`config.mk`:
```
export PLATFORM = sky130hd
export DESIGN_NAME = bbe_div
export DESIGN_NICKNAME = d
export VERILOG_FILES = /design/src/sv/bbe_div.sv
export SDC_FILE = /design/constraint.sdc
export NUM_CORES = 1
export LEC_CHECK = 0
export CAP_MARGIN = 20
export CORE_ASPECT_RATIO = 1.75
export CORE_MARGIN = 8
export CORE_UTILIZATION = 30
export DETAILED_ROUTE_END_ITERATION = 10
export DONT_BUFFER_PORTS = 1
export PLACE_DENSITY = 0.53
export SLEW_MARGIN = 25
export SYNTH_ARGS = -nofsm -noshare
export SYNTH_HDL_FRONTEND = slang
export SYNTH_SLANG_ARGS = --single-unit
```
`constraint.sdc`:
```
create_clock -name clk -period 2.15 [get_ports clk]
set_input_delay 0.43 -clock clk [delete_from_list [all_inputs] [get_ports clk]]
set_output_delay 0.43 -clock clk [all_outputs]
set_load 0.01 [all_outputs]
```
`src/sv/bbe_div.sv`:
```
// Restoring divider for three color sums by one shared pixel count.
// One quotient bit per cycle; depends on nothing outside this file.
`timescale 1ns / 1ps
module bbe_div #(
  parameter int SUMW = 14,
  parameter int CNTW = 6
) (
  input  logic            clk,
  input  logic            rst_n,
  input  logic            start,
  input  logic [SUMW-1:0] sum_r_in,
  input  logic [SUMW-1:0] sum_g_in,
  input  logic [SUMW-1:0] sum_b_in,
  input  logic [CNTW-1:0] divisor,
  output logic            done,
  output logic [7:0]      quo_r,
  output logic [7:0]      quo_g,
  output logic [7:0]      quo_b
);
  localparam int STW = $clog2(SUMW + 1);

  logic [SUMW-1:0] quo_r_r [3];
  logic [CNTW:0]   rem_r   [3];
  logic [CNTW-1:0] dvs_r;
  logic [STW-1:0]  step_r;
  logic            busy_r;
  logic            done_r;

  always_ff @(posedge clk) begin
    if (!rst_n) begin
      busy_r <= 1'b0;
      done_r <= 1'b0;
      step_r <= '0;
    end else begin
      done_r <= 1'b0;
      if (start) begin
        busy_r <= 1'b1;
        step_r <= '0;
      end else if (busy_r) begin
        if (step_r == STW'(SUMW - 1)) begin
          busy_r <= 1'b0;
          done_r <= 1'b1;
        end
        step_r <= step_r + 1'b1;
      end
    end
  end

  always_ff @(posedge clk) begin
    logic [CNTW:0] t;
    if (start) begin
      quo_r_r[0] <= sum_r_in;
      quo_r_r[1] <= sum_g_in;
      quo_r_r[2] <= sum_b_in;
      for (int i = 0; i < 3; i++) rem_r[i] <= '0;
      dvs_r <= divisor;
    end else if (busy_r) begin
      for (int i = 0; i < 3; i++) begin
        t = {rem_r[i][CNTW-1:0], quo_r_r[i][SUMW-1]};
        if (t >= {1'b0, dvs_r}) begin
          rem_r[i]   <= t - {1'b0, dvs_r};
          quo_r_r[i] <= {quo_r_r[i][SUMW-2:0], 1'b1};
        end else begin
          rem_r[i]   <= t;
          quo_r_r[i] <= {quo_r_r[i][SUMW-2:0], 1'b0};
        end
      end
    end
  end

  assign done  = done_r;
  assign quo_r = quo_r_r[0][7:0];
  assign quo_g = quo_r_r[1][7:0];
  assign quo_b = quo_r_r[2][7:0];

endmodule

```
## Yosys cells after proc, flatten, opt, wreduce, memory -nomap -nowiden

Memory sizes are Yosys's and may differ from the RTL's.
Cells that the tools add are included.

- Register bits: 12
- Bits in writable memories: 63
- Input bits: 51
- Output and inout port bits: 25
- Logic and storage cells: 72
- Memories kept: 2

Memory list:

| name | words | width | read ports | clocked after Yosys merged registers in | wr ports | RTL line | RTL |
|---|---|---|---|---|---|---|---|
| quo_r_r | 3 | 14 | 3 | 0 | 3 | 22 | `logic [SUMW-1:0] quo_r_r [3];` |
| rem_r | 3 | 7 | 3 | 0 | 3 | 23 | `logic [CNTW:0] rem_r [3];` |

- $add $sub $neg: 4
- Order comparisons: 3
- Equal/unequal tests: 1
- Multiplexer cells: 42
- Bitwise logic cells: 14
- Reduce and logical (&&, ||, !) cells: 2

Operators by type and width:

| kind | count |
|---|---|
| $mux W14 | 6 |
| $mux W7 | 6 |
| $mux W1 | 30 |
| $ge A7 B6 Y1 | 3 |
| $sub A7 B6 Y7 | 3 |
| $or A1 B1 Y1 | 12 |
| $add A4 B1 Y4 const B | 1 |
| $eq A4 B4 Y1 const B | 1 |
| $reduce_or A3 Y1 | 1 |
| $not A1 Y1 | 2 |
| $reduce_or A2 Y1 | 1 |

## Depth between registers and ports, before layout

Gate-level depths: netlist (run 1).

- Word-level depth: 7
- Mapped depth: 8
- Depth with buffers taken out: 8

## Worst setup path after synthesis (run 1)

No wires, ideal clock.

- Kind: register to register
- Start point: register dvs_r[1]
- End point: memory rem_r[2][5] (netlist name), data pin
- Setup time: 257 ps
- Arrival: 1911 ps
- Required time: 1893 ps
- Slack: -18 ps
- Cell stages (with the launch flop): 8
- Buffers on the path: 0
- Period minus slack after synthesis: 2168 ps
- Cells stage by stage: edfxtp_1 -> inv_1 -> ha_1 -> nor2b_1 -> o31a_1 -> o21a_1 -> or3_1 -> a32o_1

RTL lines:

| element | RTL line | RTL |
|---|---|---|
| from (decl) | 24 | `logic [CNTW-1:0] dvs_r;` |
| from (signal assigned) | 56 | `dvs_r <= divisor;` |
| to (decl) | 23 |  |

==> insert_results.sql, run 1 <==
INSERT INTO impl_metrics (metric_group, metric, value, unit) VALUES
('logic_synthesis', 'netlist.area_leader.share', '49.8', '%'),
('setup_path', 'critPathArrivalTime', '2170', 'ps'),
('clock_network', 'clockRootBuffer', 'sky130_fd_sc_hd__clkbuf_16', ''),
('timing', 'maxClockFrequency', '0.479', 'GHz'),
('setup_path', 'crit_chain', 'ha_1, nor2b_1, o31a_1, o21a_1, or3_1, a32o_1', ''),
('setup_path', 'setup.worst_path.start_class', 'flip-flop', ''),
('clock_network', 'clk_pin_slew', '60', 'ps'),
('power_and_ir_drop', 'p_leak', '1.82', 'nW'),
('timing', 'hold_violations', '0', ''),
('logic_synthesis', 'ys_ff_latch', '72', ''),
('route', 'routed_wl', '8860', 'µm'),
('setup_path', 'timing.critical_path.to_type', 'flip-flop', ''),
('logic_synthesis', 'post_synth_instance_area', '0.00392', 'mm²'),
('timing', 'clock-skew-final', '6.32', 'ps'),
('logic_synthesis', 'yosys_warnings', '0', ''),
('die', 'initial_cell_density_of_the_core', '30.5', '%'),
('die', 'num_rows', '55', ''),
('logic_synthesis', 'yosys.area_share.adder', '7.91', '%'),
('setup_path', 'path_class', 'reg2reg', ''),
('route', 'drt-initial-drc-count', '120', ''),
('timing', 'period_needed', '2090', 'ps'),
('logic_synthesis', 'ys_dominant_reg_cell', 'sky130_fd_sc_hd__edfxtp_1', ''),
('clock_network', 'numCtsBuffers', '9', ''),
('logic_synthesis', 'ys_top_cells_by_area', 'sky130_fd_sc_hd__edfxtp_1, sky130_fd_sc_hd__nand2_1, sky130_fd_sc_hd__ha_1', ''),
('logic_synthesis', 'synth_async_sr_flop_share', '0', '%'),
('timing', 'rsz0062_at_grt', 'yes', ''),
('logic_synthesis', 'synth_top_area_cell', 'sky130_fd_sc_hd__edfxtp_1', ''),
('timing', 'relSlewSlack', '66.2', '%'),
('die', 'fp.dieArea', '0.0171', 'mm²'),
('route', 'ant_nets', '0', ''),
('logic_synthesis', 'xor_xnor_cell_area_share_of_the_yosys_netlist', '2.01', '%'),
('place', 'place_worst_setup_slack', '-67.9', 'ps'),
('clock_network', 'ctsLongestPathBuffers', '2', ''),
('place', 'routabilityCongestion', '0.804', ''),
('timing', 'fin_crit_sh', '97.1', '%'),
('power_and_ir_drop', 'peakVddDrop', '453', 'µV'),
('finish', 'area_growth_syn_to_layout', '11.6', '%'),
('logic_synthesis', 'post_synth_mux_area_share', '1.02', '%'),
('finish', 'nNetsFinal', '425', ''),
('job', 'maxCapViolations', '0', ''),
('finish', 'final_cell_area', '0.00438', 'mm²'),
('clock_network', 'tritoncts_clock_tree', 'done', ''),
('logic_synthesis', 'synth-seq-area-share', '53.3', '%'),
('finish', 'fin_util', '34.0', '%'),
('route', 'firstDrtPassIters', '4', ''),
('status', 'result_of_the_run', 'finished, final reports clean', ''),
('die', 'dieWidth', '102', 'µm'),
('logic_synthesis', 'post-synth-top-count-cell', 'sky130_fd_sc_hd__nand2_1', ''),
('timing', 'worst_slew_pin_slew', '506', 'ps'),
('global_route', 'via_count_of_the_first_global_routing_pass', '2616', ''),
('power_and_ir_drop', 'p_per_area', '884', 'mW/mm²'),
('global_route', 'grt-ovfl-total', '0', ''),
('logic_synthesis', 'syn-mean-instance-area', '10.9', 'µm²'),
('global_route', 'antenna_violations_before_repair', '1', ''),
('power_and_ir_drop', 'post_layout_total_power', '3.87', 'mW'),
('timing', 'slew_viol_final', '0', ''),
('die', 'core_area', '0.0129', 'mm²'),
('setup_path', 'path_max_fanout', '2', ''),
('route', 'routedWlPerCell', '16.8', 'µm'),
('global_route', 'first_pass_grt_wire_length', '13700', 'µm'),
('finish', 'share_of_cells_above_drive_strength_1', '13.2', '%'),
('logic_synthesis', 'synth-edff-count', '65', ''),
('clock_network', 'clkLatencyLatePin', '330', 'ps'),
('logic_synthesis', 'synth_nets', '434', ''),
('route', 'num_vias', '2533', ''),
('finish', 'filler_instances', '1333', ''),
('timing', 'worst_setup_margin', '62.1', 'ps'),
('setup_path', 'cpMaxStageDelayCell', 'sky130_fd_sc_hd__edfxtp_1', ''),
('logic_synthesis', 'area_fraction_in_compound_gates_after_synthesis', '13.9', '%'),
('place', 'buffer_ports.inserted', '0', ''),
('logic_synthesis', 'post_synth_most_frequent_cells', 'sky130_fd_sc_hd__nand2_1, sky130_fd_sc_hd__edfxtp_1, sky130_fd_sc_hd__buf_4', '');
worst paths after layout:
kind                             startpoint           to  slack, ps  depth (start not counted)
worst max-delay path            rem_r[2][0]  rem_r[2][5]         60                          6
worst max register to register  rem_r[2][0]  rem_r[2][5]         60                          6
worst min-delay path             divisor[3]     dvs_r[3]        190                          0
worst min register to register    step_r[3]         done        500                          2
stage by stage:
step                hold WS, ps  cells
floorplan                   460    360
global placement            492    508
detailed placement          495    508
CTS                         178    525
global route                180    528
finish                      194    528
where the power goes:
group / leakage (nW) / switching [mW] / internal (mW)
clock: 0.148 / 0.557 / 0.914
sequential: 0.731 / 0.103 / 1.69
combinational: 0.938 / 0.336 / 0.271
area by class of cell:
class,count,area [µm²],share of cell area (%)
Clock buffer,14,285,6.52
Clock inverter,2,11.3,0.257
Antenna cell,1,2.50,0.0572
Sequential cell,72,2090,47.8
Multi-Input combinational cell,234,1590,36.3
Timing Repair Buffer,15,113,2.57
Tap cell,171,214,4.89
Inverter,19,71.3,1.63
kinds of logic after synthesis:
kind of cell | count (synthesis)
xor gates and xnor gates | 9
buffers and inverters | 56
and+or+nand+nor | 128
DFF | 72
muxes | 4
AOI/OAI and AO/OA | 68
adders and majority gates | 23
registers in the layout, indices dropped and copies added (netlist names):
| name | flops |
|---|---|
| rem_r | 18 |
| busy_r | 1 |
| quo_r_r | 42 |
| dvs_r | 6 |
| step_r | 4 |
| done | 1 |
worst register-to-register path, stage by stage, from the launching register on:
cell,delay [ps]
sky130_fd_sc_hd__edfxtp_1,400
sky130_fd_sc_hd__ha_1,300
sky130_fd_sc_hd__nor2b_1,150
sky130_fd_sc_hd__o31a_1,260
sky130_fd_sc_hd__o21a_1,180
sky130_fd_sc_hd__or3_1,300
sky130_fd_sc_hd__a32o_1,250
placed cells by master, fill, tap and decap left out, types with 7 or more instances in the layout:
cell type and instances:
sky130_fd_sc_hd__edfxtp_1 65, sky130_fd_sc_hd__o21a_1 8, sky130_fd_sc_hd__dfxtp_1 7, sky130_fd_sc_hd__a22o_1 17
sky130_fd_sc_hd__ha_1 19, sky130_fd_sc_hd__a21oi_1 7, sky130_fd_sc_hd__nand2_1 87, sky130_fd_sc_hd__buf_4 15
sky130_fd_sc_hd__inv_1 16, sky130_fd_sc_hd__a21o_1 8, sky130_fd_sc_hd__nor2_1 18, sky130_fd_sc_hd__clkbuf_16 10
routing by layer:
| layer | vias up | global-route usage (%) | share of wire, % | wire length [µm] |
|---|---|---|---|---|
| li1 | 1231 | - | - | - |
| met1 | 1232 | 11.1 | 40 | 3520 |
| met2 | 53 | 18.6 | 54 | 4760 |
| met3 | 17 | 2.37 | 3.4 | 302 |
| met4 | 0 | 6.49 | 3.2 | 280 |
| met5 | - | 0 | 0 | 0 |
repair_timing:
item | in CTS | in global routing
cloned | 0 | 2
setup buffers | 1 | 0
endpoints found under the setup margin | 10 | 11
gates resized for setup | 3 | 8
hold buffers | 0 | 0
pin swaps | 0 | 2
(Power assumes the default switching activity.)
==> run 2: changes to the inputs <==
--- a/config.mk
+++ b/config.mk
@@ -6,7 +6,6 @@
 export NUM_CORES = 1
 export LEC_CHECK = 0
 export CAP_MARGIN = 20
-export CORE_ASPECT_RATIO = 1.75
 export CORE_MARGIN = 8
 export CORE_UTILIZATION = 30
 export DETAILED_ROUTE_END_ITERATION = 10
==> insert_results.sql, run 2 (synthesis gave the netlist of run 1 again) <==
INSERT INTO impl_metrics (metric_group, metric, value, unit) VALUES
('finish', 'nNetsFinal', '421', ''),
('clock_network', 'clockRootBuffer', 'sky130_fd_sc_hd__clkbuf_16', ''),
('die', 'initial_cell_density_of_the_core', '31.0', '%'),
('min_path', 'worst_hold_path_type', 'in2reg', ''),
('timing', 'relSlewSlack', '72.5', '%'),
('setup_path', 'path_max_fanout', '3', ''),
('setup_path', 'critical_path_required', '2240', 'ps'),
('power_and_ir_drop', 'p_per_area', '887', 'mW/mm²'),
('setup_path', 'rr_startpoint', 'rem_r[2][0]', ''),
('timing', 'clock-skew-final', '7.74', 'ps'),
('timing', 'period_needed', '2120', 'ps'),
('power_and_ir_drop', 'post_layout_total_power', '3.87', 'mW'),
('job', 'maxCapViolations', '0', ''),
('finish', 'fin_util', '34.4', '%'),
('setup_path', 'critPathArrivalTime', '2200', 'ps'),
('place', 'hpwlAfterDp', '5890', 'µm'),
('global_route', 'grt.total_usage', '10.2', '%'),
('route', 'drt-initial-drc-count', '108', ''),
('place', 'buffer_ports.inserted', '0', ''),
('clock_network', 'tritoncts_clock_tree', 'done', ''),
('finish', 'filler_instances', '1283', ''),
('setup_path', 'setup.worst_path.start_class', 'flip-flop', ''),
('finish', 'top_register', 'quo_r_r', ''),
('route', 'route.detailed.drc', '0', ''),
('setup_path', 'worst_path_largest_cell_delay', '440', 'ps'),
('finish', 'layout_top_registers', 'quo_r_r (42), rem_r (18), dvs_r (6)', ''),
('status', 'result_of_the_run', 'finished, final reports clean', ''),
('power_and_ir_drop', 'power.combinational.fraction', '15.4', '%'),
('finish', 'share_of_cells_above_drive_strength_1', '11.9', '%'),
('finish', 'most-common-layout-cells', 'sky130_fd_sc_hd__nand2_1, sky130_fd_sc_hd__edfxtp_1, sky130_fd_sc_hd__nor2_1, sky130_fd_sc_hd__ha_1, sky130_fd_sc_hd__a22o_1', ''),
('clock_network', 'clkLatencyLatePin', '330', 'ps'),
('global_route', 'grt-ovfl-total', '0', ''),
('timing', 'maxClockFrequency', '0.472', 'GHz'),
('route', 'firstDrtPassIters', '4', ''),
('route', 'routed_wl', '8160', 'µm'),
('route', 'num_vias', '2451', ''),
('timing', 'slew_viol_final', '0', ''),
('clock_network', 'ctsLongestPathBuffers', '2', ''),
('timing', 'setup-violations-final', '0', ''),
('min_path', 'worst_hold_startpoint', 'divisor[0]', ''),
('power_and_ir_drop', 'int_power', '2.88', 'mW'),
('setup_path', 'path_class', 'reg2reg', ''),
('route', 'ant_nets', '0', ''),
('setup_path', 'cpMaxStageDelayCell', 'sky130_fd_sc_hd__edfxtp_1', ''),
('global_route', 'via_count_of_the_first_global_routing_pass', '2578', ''),
('global_route', 'antenna_violations_before_repair', '0', ''),
('die', 'chipHeight', '130', 'µm'),
('setup_path', 'critical_path_launch_point', 'rem_r[2][0]', ''),
('route', 'routedWlPerCell', '15.6', 'µm'),
('die', 'dieWidth', '130', 'µm'),
('place', 'routabilityCongestion', '0.791', ''),
('power_and_ir_drop', 'switching_share', '25.4', '%'),
('finish', 'layout.cells.most_common', 'sky130_fd_sc_hd__nand2_1', ''),
('timing', 'hold_violations', '0', ''),
('place', 'placed_area', '0.00400', 'mm²'),
('finish', 'area_growth_syn_to_layout', '11.2', '%'),
('clock_network', 'clkSinkCount', '72', ''),
('die', 'io-pin-count', '76', ''),
('power_and_ir_drop', 'peakVddDrop', '480', 'µV'),
('place', 'place_worst_setup_slack', '-30.2', 'ps'),
('setup_path', 'crit_chain', 'ha_1, nor2b_1, o31a_1, o21a_1, or3_1, a32o_1', ''),
('finish', 'final_cell_area', '0.00436', 'mm²'),
('clock_network', 'holdBufCountCts', '0', ''),
('global_route', 'first_pass_grt_wire_length', '13100', 'µm'),
('die', 'fp.dieArea', '0.0170', 'mm²'),
('power_and_ir_drop', 'clock_power_share', '38.3', '%'),
('global_route', 'grt_start_max_net_pins', '45', ''),
('clock_network', 'post-cts-setup-buffers', '0', ''),
('clock_network', 'clk_pin_slew', '60', 'ps'),
('setup_path', 'timing.critical_path.to_type', 'flip-flop', ''),
('finish', 'antenna_cells', '0', ''),
('die', 'num_rows', '41', ''),
('die', 'core_area', '0.0127', 'mm²'),
('finish', 'largest_register_ffs', '42', ''),
('timing', 'worst_slew_pin_slew', '411', 'ps'),
('timing', 'rsz0062_at_grt', 'yes', ''),
('timing', 'fin_crit_sh', '98.5', '%'),
('power_and_ir_drop', 'p_leak', '1.80', 'nW'),
('timing', 'timing.hold.ws', '192', 'ps'),
('power_and_ir_drop', 'pwr-share-seq', '46.3', '%'),
('clock_network', 'numCtsBuffers', '9', ''),
('power_and_ir_drop', 'p_sw', '0.983', 'mW'),
('timing', 'worst_setup_margin', '32.9', 'ps'),
('clock_network', 'clock_tree.htree_level_count', '3', ''),
('route', 'routed_via_density', '4.68', '');
-- run 2: cell count changes in the layout (fill, tap and decap cells not counted), sizes merged --
cell,before,now
inv,20,19
diode,1,0
clkinvlp,0,1
buf,15,11
clkinv,1,3
bufinv,0,1
clkbuf,14,11
-- run 2: critical path: cells and delay by family, from the launching register on --
family                     cells  cell delay [ps]
DFF                            1              440
and+or+nand+nor                2              440
AOI/OAI and AO/OA              3              690
adders and majority gates      1              310
-- run 2: area by class of cell --
class | count | area (µm²) | share of cell area (%)
sequential | 72 | 2090 | 48.0
multi-input combinational | 234 | 1590 | 36.4
clock buffer | 11 | 243 | 5.57
tap | 172 | 215 | 4.94
timing repair buffer | 11 | 95.1 | 2.18
inverter | 19 | 71.3 | 1.64
clock inverter | 5 | 56.3 | 1.29
-- run 2: power groups by stage --
stage / Combinational [mW] / Clock, mW / Sequential [mW]
6_report: 0.597 / 1.48 / 1.79
5_1_grt: 0.676 / 1.58 / 1.80
4_1_cts: 0.573 / 1.53 / 1.79
3_5_place_dp: 0.569 / 0 / 1.82
3_3_place_gp: 0.560 / 0 / 1.82
2_1_floorplan: 0.534 / 0 / 1.76
-- run 2: metrics by stage --
step | cells | setup TNS [ps]
detailed placement | 506 | -30.2
global route | 524 | -57.9
floorplan | 360 | 0
CTS | 522 | 0
global placement | 506 | -7.65
finish | 524 | 0
-- run 2: layer usage --
layer	up-vias	share of wire [%]	global-route usage, %
met5	-	0	0
met4	0	3.2	6.82
met3	15	5.6	3.06
met2	53	46	15.8
met1	1160	45	12.0
li1	1223	-	-
-- run 2: final timing paths --
path	to	slack (ps)	depth (start not counted)
worst max-delay path	rem_r[2][5]	30	6
worst min-delay path	dvs_r[0]	190	0
worst max register to register	rem_r[2][5]	30	6
worst min register to register	quo_r_r[1][10]	510	2
-- run 2: repair_timing --
item                                    in CTS  in global routing
pin swaps                                    0                  2
resized for setup                            1                  8
gates cloned                                 0                  2
endpoints found under the setup margin       1                 17
==> run 3: changes to the inputs <==
--- a/config.mk
+++ b/config.mk
@@ -10,7 +10,7 @@
 export CORE_UTILIZATION = 30
 export DETAILED_ROUTE_END_ITERATION = 10
 export DONT_BUFFER_PORTS = 1
-export PLACE_DENSITY = 0.53
+export PLACE_DENSITY = 0.52
 export SLEW_MARGIN = 25
 export SYNTH_ARGS = -nofsm -noshare
 export SYNTH_HDL_FRONTEND = slang
==> constraint.sdc (replaced) <==
create_clock -name clk -period 2.7 [get_ports clk]
set_input_delay 0.54 -clock clk [delete_from_list [all_inputs] [get_ports clk]]
set_output_delay 0.54 -clock clk [all_outputs]
set_load 0.01 [all_outputs]
==> insert_results.sql, run 3 (synthesis gave the netlist of run 1 again) <==
INSERT INTO impl_metrics (metric_group, metric, value, unit) VALUES
('status', 'result_of_the_run', 'finished, final reports clean', ''),
('die', 'num_rows', '41', ''),
('setup_path', 'path_class', 'reg2reg', ''),
('setup_path', 'timing.reg2reg.setup_slack', '410', 'ps'),
('finish', 'most-common-layout-cells', 'sky130_fd_sc_hd__nand2_1, sky130_fd_sc_hd__edfxtp_1, sky130_fd_sc_hd__ha_1', ''),
('die', 'chipHeight', '130', 'µm'),
('finish', 'layout.cells.most_common', 'sky130_fd_sc_hd__nand2_1', ''),
('setup_path', 'path_max_fanout', '4', ''),
('global_route', 'first_pass_grt_wire_length', '12700', 'µm'),
('timing', 'slew_viol_final', '0', ''),
('global_route', 'grt_start_max_net_pins', '27', ''),
('timing', 'timing.hold.ws', '303', 'ps'),
('timing', 'maxClockFrequency', '0.436', 'GHz'),
('setup_path', 'rr_startpoint', 'dvs_r[1]', ''),
('timing', 'setup-violations-final', '0', ''),
('setup_path', 'timing.critical_path.to_type', 'flip-flop', ''),
('timing', 'rsz0062_at_grt', 'no', ''),
('finish', 'final_cell_area', '0.00427', 'mm²'),
('route', 'route.detailed.drc', '0', ''),
('finish', 'area_growth_syn_to_layout', '8.74', '%'),
('route', 'routed_via_density', '4.68', ''),
('route', 'drt-initial-drc-count', '86', ''),
('clock_network', 'clock_tree.htree_level_count', '3', ''),
('die', 'core_area', '0.0127', 'mm²'),
('route', 'wl_met1', '3650', 'µm'),
('finish', 'antenna_cells', '0', ''),
('route', 'ant_nets', '0', ''),
('setup_path', 'critPathCapture', 'rem_r[2][5]', ''),
('global_route', 'via_count_of_the_first_global_routing_pass', '2404', ''),
('die', 'dieWidth', '130', 'µm'),
('route', 'routedWlPerCell', '15.8', 'µm'),
('setup_path', 'critical_path_required', '2790', 'ps'),
('die', 'io-pin-count', '76', ''),
('route', 'firstDrtPassIters', '4', ''),
('job', 'maxCapViolations', '0', ''),
('clock_network', 'cts.repair.resized', '0', ''),
('place', 'buffer_ports.inserted', '0', ''),
('min_path', 'worst_hold_path_type', 'in2reg', ''),
('clock_network', 'clockRootBuffer', 'sky130_fd_sc_hd__clkbuf_16', ''),
('clock_network', 'clkSinkCount', '72', ''),
('global_route', 'grt.total_usage', '9.84', '%'),
('place', 'placed_area', '0.00395', 'mm²'),
('timing', 'worst_slew_pin_slew', '608', 'ps'),
('timing', 'period_needed', '2290', 'ps'),
('timing', 'fin_crit_sh', '85.0', '%'),
('setup_path', 'setup.worst_path.start_class', 'flip-flop', ''),
('power_and_ir_drop', 'p_sw', '0.781', 'mW'),
('power_and_ir_drop', 'int_power', '2.30', 'mW'),
('finish', 'top_register', 'quo_r_r', ''),
('timing', 'hold_violations', '0', ''),
('finish', 'layout_top_registers', 'quo_r_r (42), rem_r (18), dvs_r (6)', ''),
('power_and_ir_drop', 'switching_share', '25.4', '%'),
('global_route', 'antenna_violations_before_repair', '0', ''),
('power_and_ir_drop', 'peakVddDrop', '324', 'µV'),
('finish', 'largest_register_ffs', '42', ''),
('clock_network', 'numCtsBuffers', '9', ''),
('timing', 'clock-skew-final', '5.29', 'ps'),
('power_and_ir_drop', 'pwr-share-seq', '46.4', '%'),
('clock_network', 'clkLatencyLatePin', '330', 'ps'),
('place', 'hpwlAfterDp', '6000', 'µm'),
('setup_path', 'worst_r2r_path_depth', '7', ''),
('die', 'initial_cell_density_of_the_core', '31.0', '%'),
('die', 'fp.dieArea', '0.0170', 'mm²'),
('finish', 'filler_instances', '1287', ''),
('place', 'routabilityCongestion', '0.718', ''),
('route', 'num_vias', '2414', ''),
('clock_network', 'holdBufCountCts', '0', ''),
('route', 'routed_wl', '8150', 'µm'),
('timing', 'tns', '0', 'ps'),
('global_route', 'grt-ovfl-total', '0', ''),
('clock_network', 'post-cts-setup-buffers', '0', ''),
('clock_network', 'ctsLongestPathBuffers', '2', ''),
('setup_path', 'critPathArrivalTime', '2380', 'ps'),
('place', 'dp.cells', '500', ''),
('finish', 'final_cell_count_no_fill', '516', ''),
('timing', 'relSlewSlack', '59.5', '%'),
('power_and_ir_drop', 'post_layout_total_power', '3.08', 'mW'),
('setup_path', 'critical_path_launch_point', 'dvs_r[1]', ''),
('finish', 'nNetsFinal', '413', ''),
('setup_path', 'timing.rr.end', 'rem_r[2][5]', ''),
('power_and_ir_drop', 'p_leak', '1.78', 'nW'),
('clock_network', 'clk_pin_slew', '60', 'ps'),
('power_and_ir_drop', 'p_per_area', '721', 'mW/mm²'),
('route', 'dr_wl_met3', '544', 'µm'),
('power_and_ir_drop', 'power.combinational.fraction', '14.1', '%'),
('route', 'route.top_layer_used', 'met4', ''),
('power_and_ir_drop', 'clock_power_share', '39.5', '%'),
('clock_network', 'tritoncts_clock_tree', 'done', ''),
('finish', 'share_of_cells_above_drive_strength_1', '8.14', '%'),
('route', 'wl_met2', '3830', 'µm');
run 3: cell count changes in the layout (fill, tap and decap cells not counted), sizes merged:
| cell | change |
|---|---|
| inv | +1 |
| clkinv | -1 |
| o21ai | -2 |
| bufinv | -1 |
| clkinvlp | -1 |
| clkbuf | +2 |
| buf | -6 |
run 3: worst max-delay path: stages (launching register included):
cell and delay, ps:
sky130_fd_sc_hd__edfxtp_1 470, sky130_fd_sc_hd__inv_1 200, sky130_fd_sc_hd__ha_1 270, sky130_fd_sc_hd__nor2b_1 140, sky130_fd_sc_hd__o31a_1 250, sky130_fd_sc_hd__o21a_1 180
sky130_fd_sc_hd__or3_1 300, sky130_fd_sc_hd__a32o_1 240
run 3: worst min path at each step:
stage	cells past startpoint	endpoint	slack (ps)	start
2_1_floorplan	2	done	460	step_r[3]
3_3_place_gp	2	quo_r_r[1][9]	490	quo_r_r[1][8]
3_5_place_dp	2	quo_r_r[1][11]	500	quo_r_r[1][10]
4_1_cts	0	dvs_r[3]	290	divisor[3]
5_1_grt	0	dvs_r[3]	280	divisor[3]
6_report	0	dvs_r[3]	300	divisor[3]
run 3: stage by stage:
step                      setup slack [ps]  utilization, %
final                                  405            33.7
after global routing                   311            33.7
after CTS                              391            33.7
after detailed placement               389            31.2
after global placement                 456            31.2
after floorplan                        532               -
run 3: per-layer routing:
metal / up-vias / GRT usage (%)
met5: - / 0
met4: 0 / 3.65
met3: 10 / 4.45
met2: 51 / 15.0
met1: 1148 / 12.0
li1: 1205 / -
run 3: layout make-up:
type	count	area, µm²	share of cell area, %
flip-flops and latches	72	2090	49.0
multi-input cells	232	1520	35.7
clock buffers	13	293	6.86
well taps	172	215	5.05
inverters	19	71.3	1.67
repair buffers	5	50.0	1.17
clock inverters	3	20.0	0.469
run 3: power by group through the flow:
stage	sequential (mW)	combinational [mW]	clock (mW)
after floorplan	1.40	0.425	0
after global placement	1.45	0.431	0
after detailed placement	1.45	0.438	0
after CTS	1.43	0.439	1.25
after global routing	1.44	0.492	1.28
final	1.43	0.434	1.21
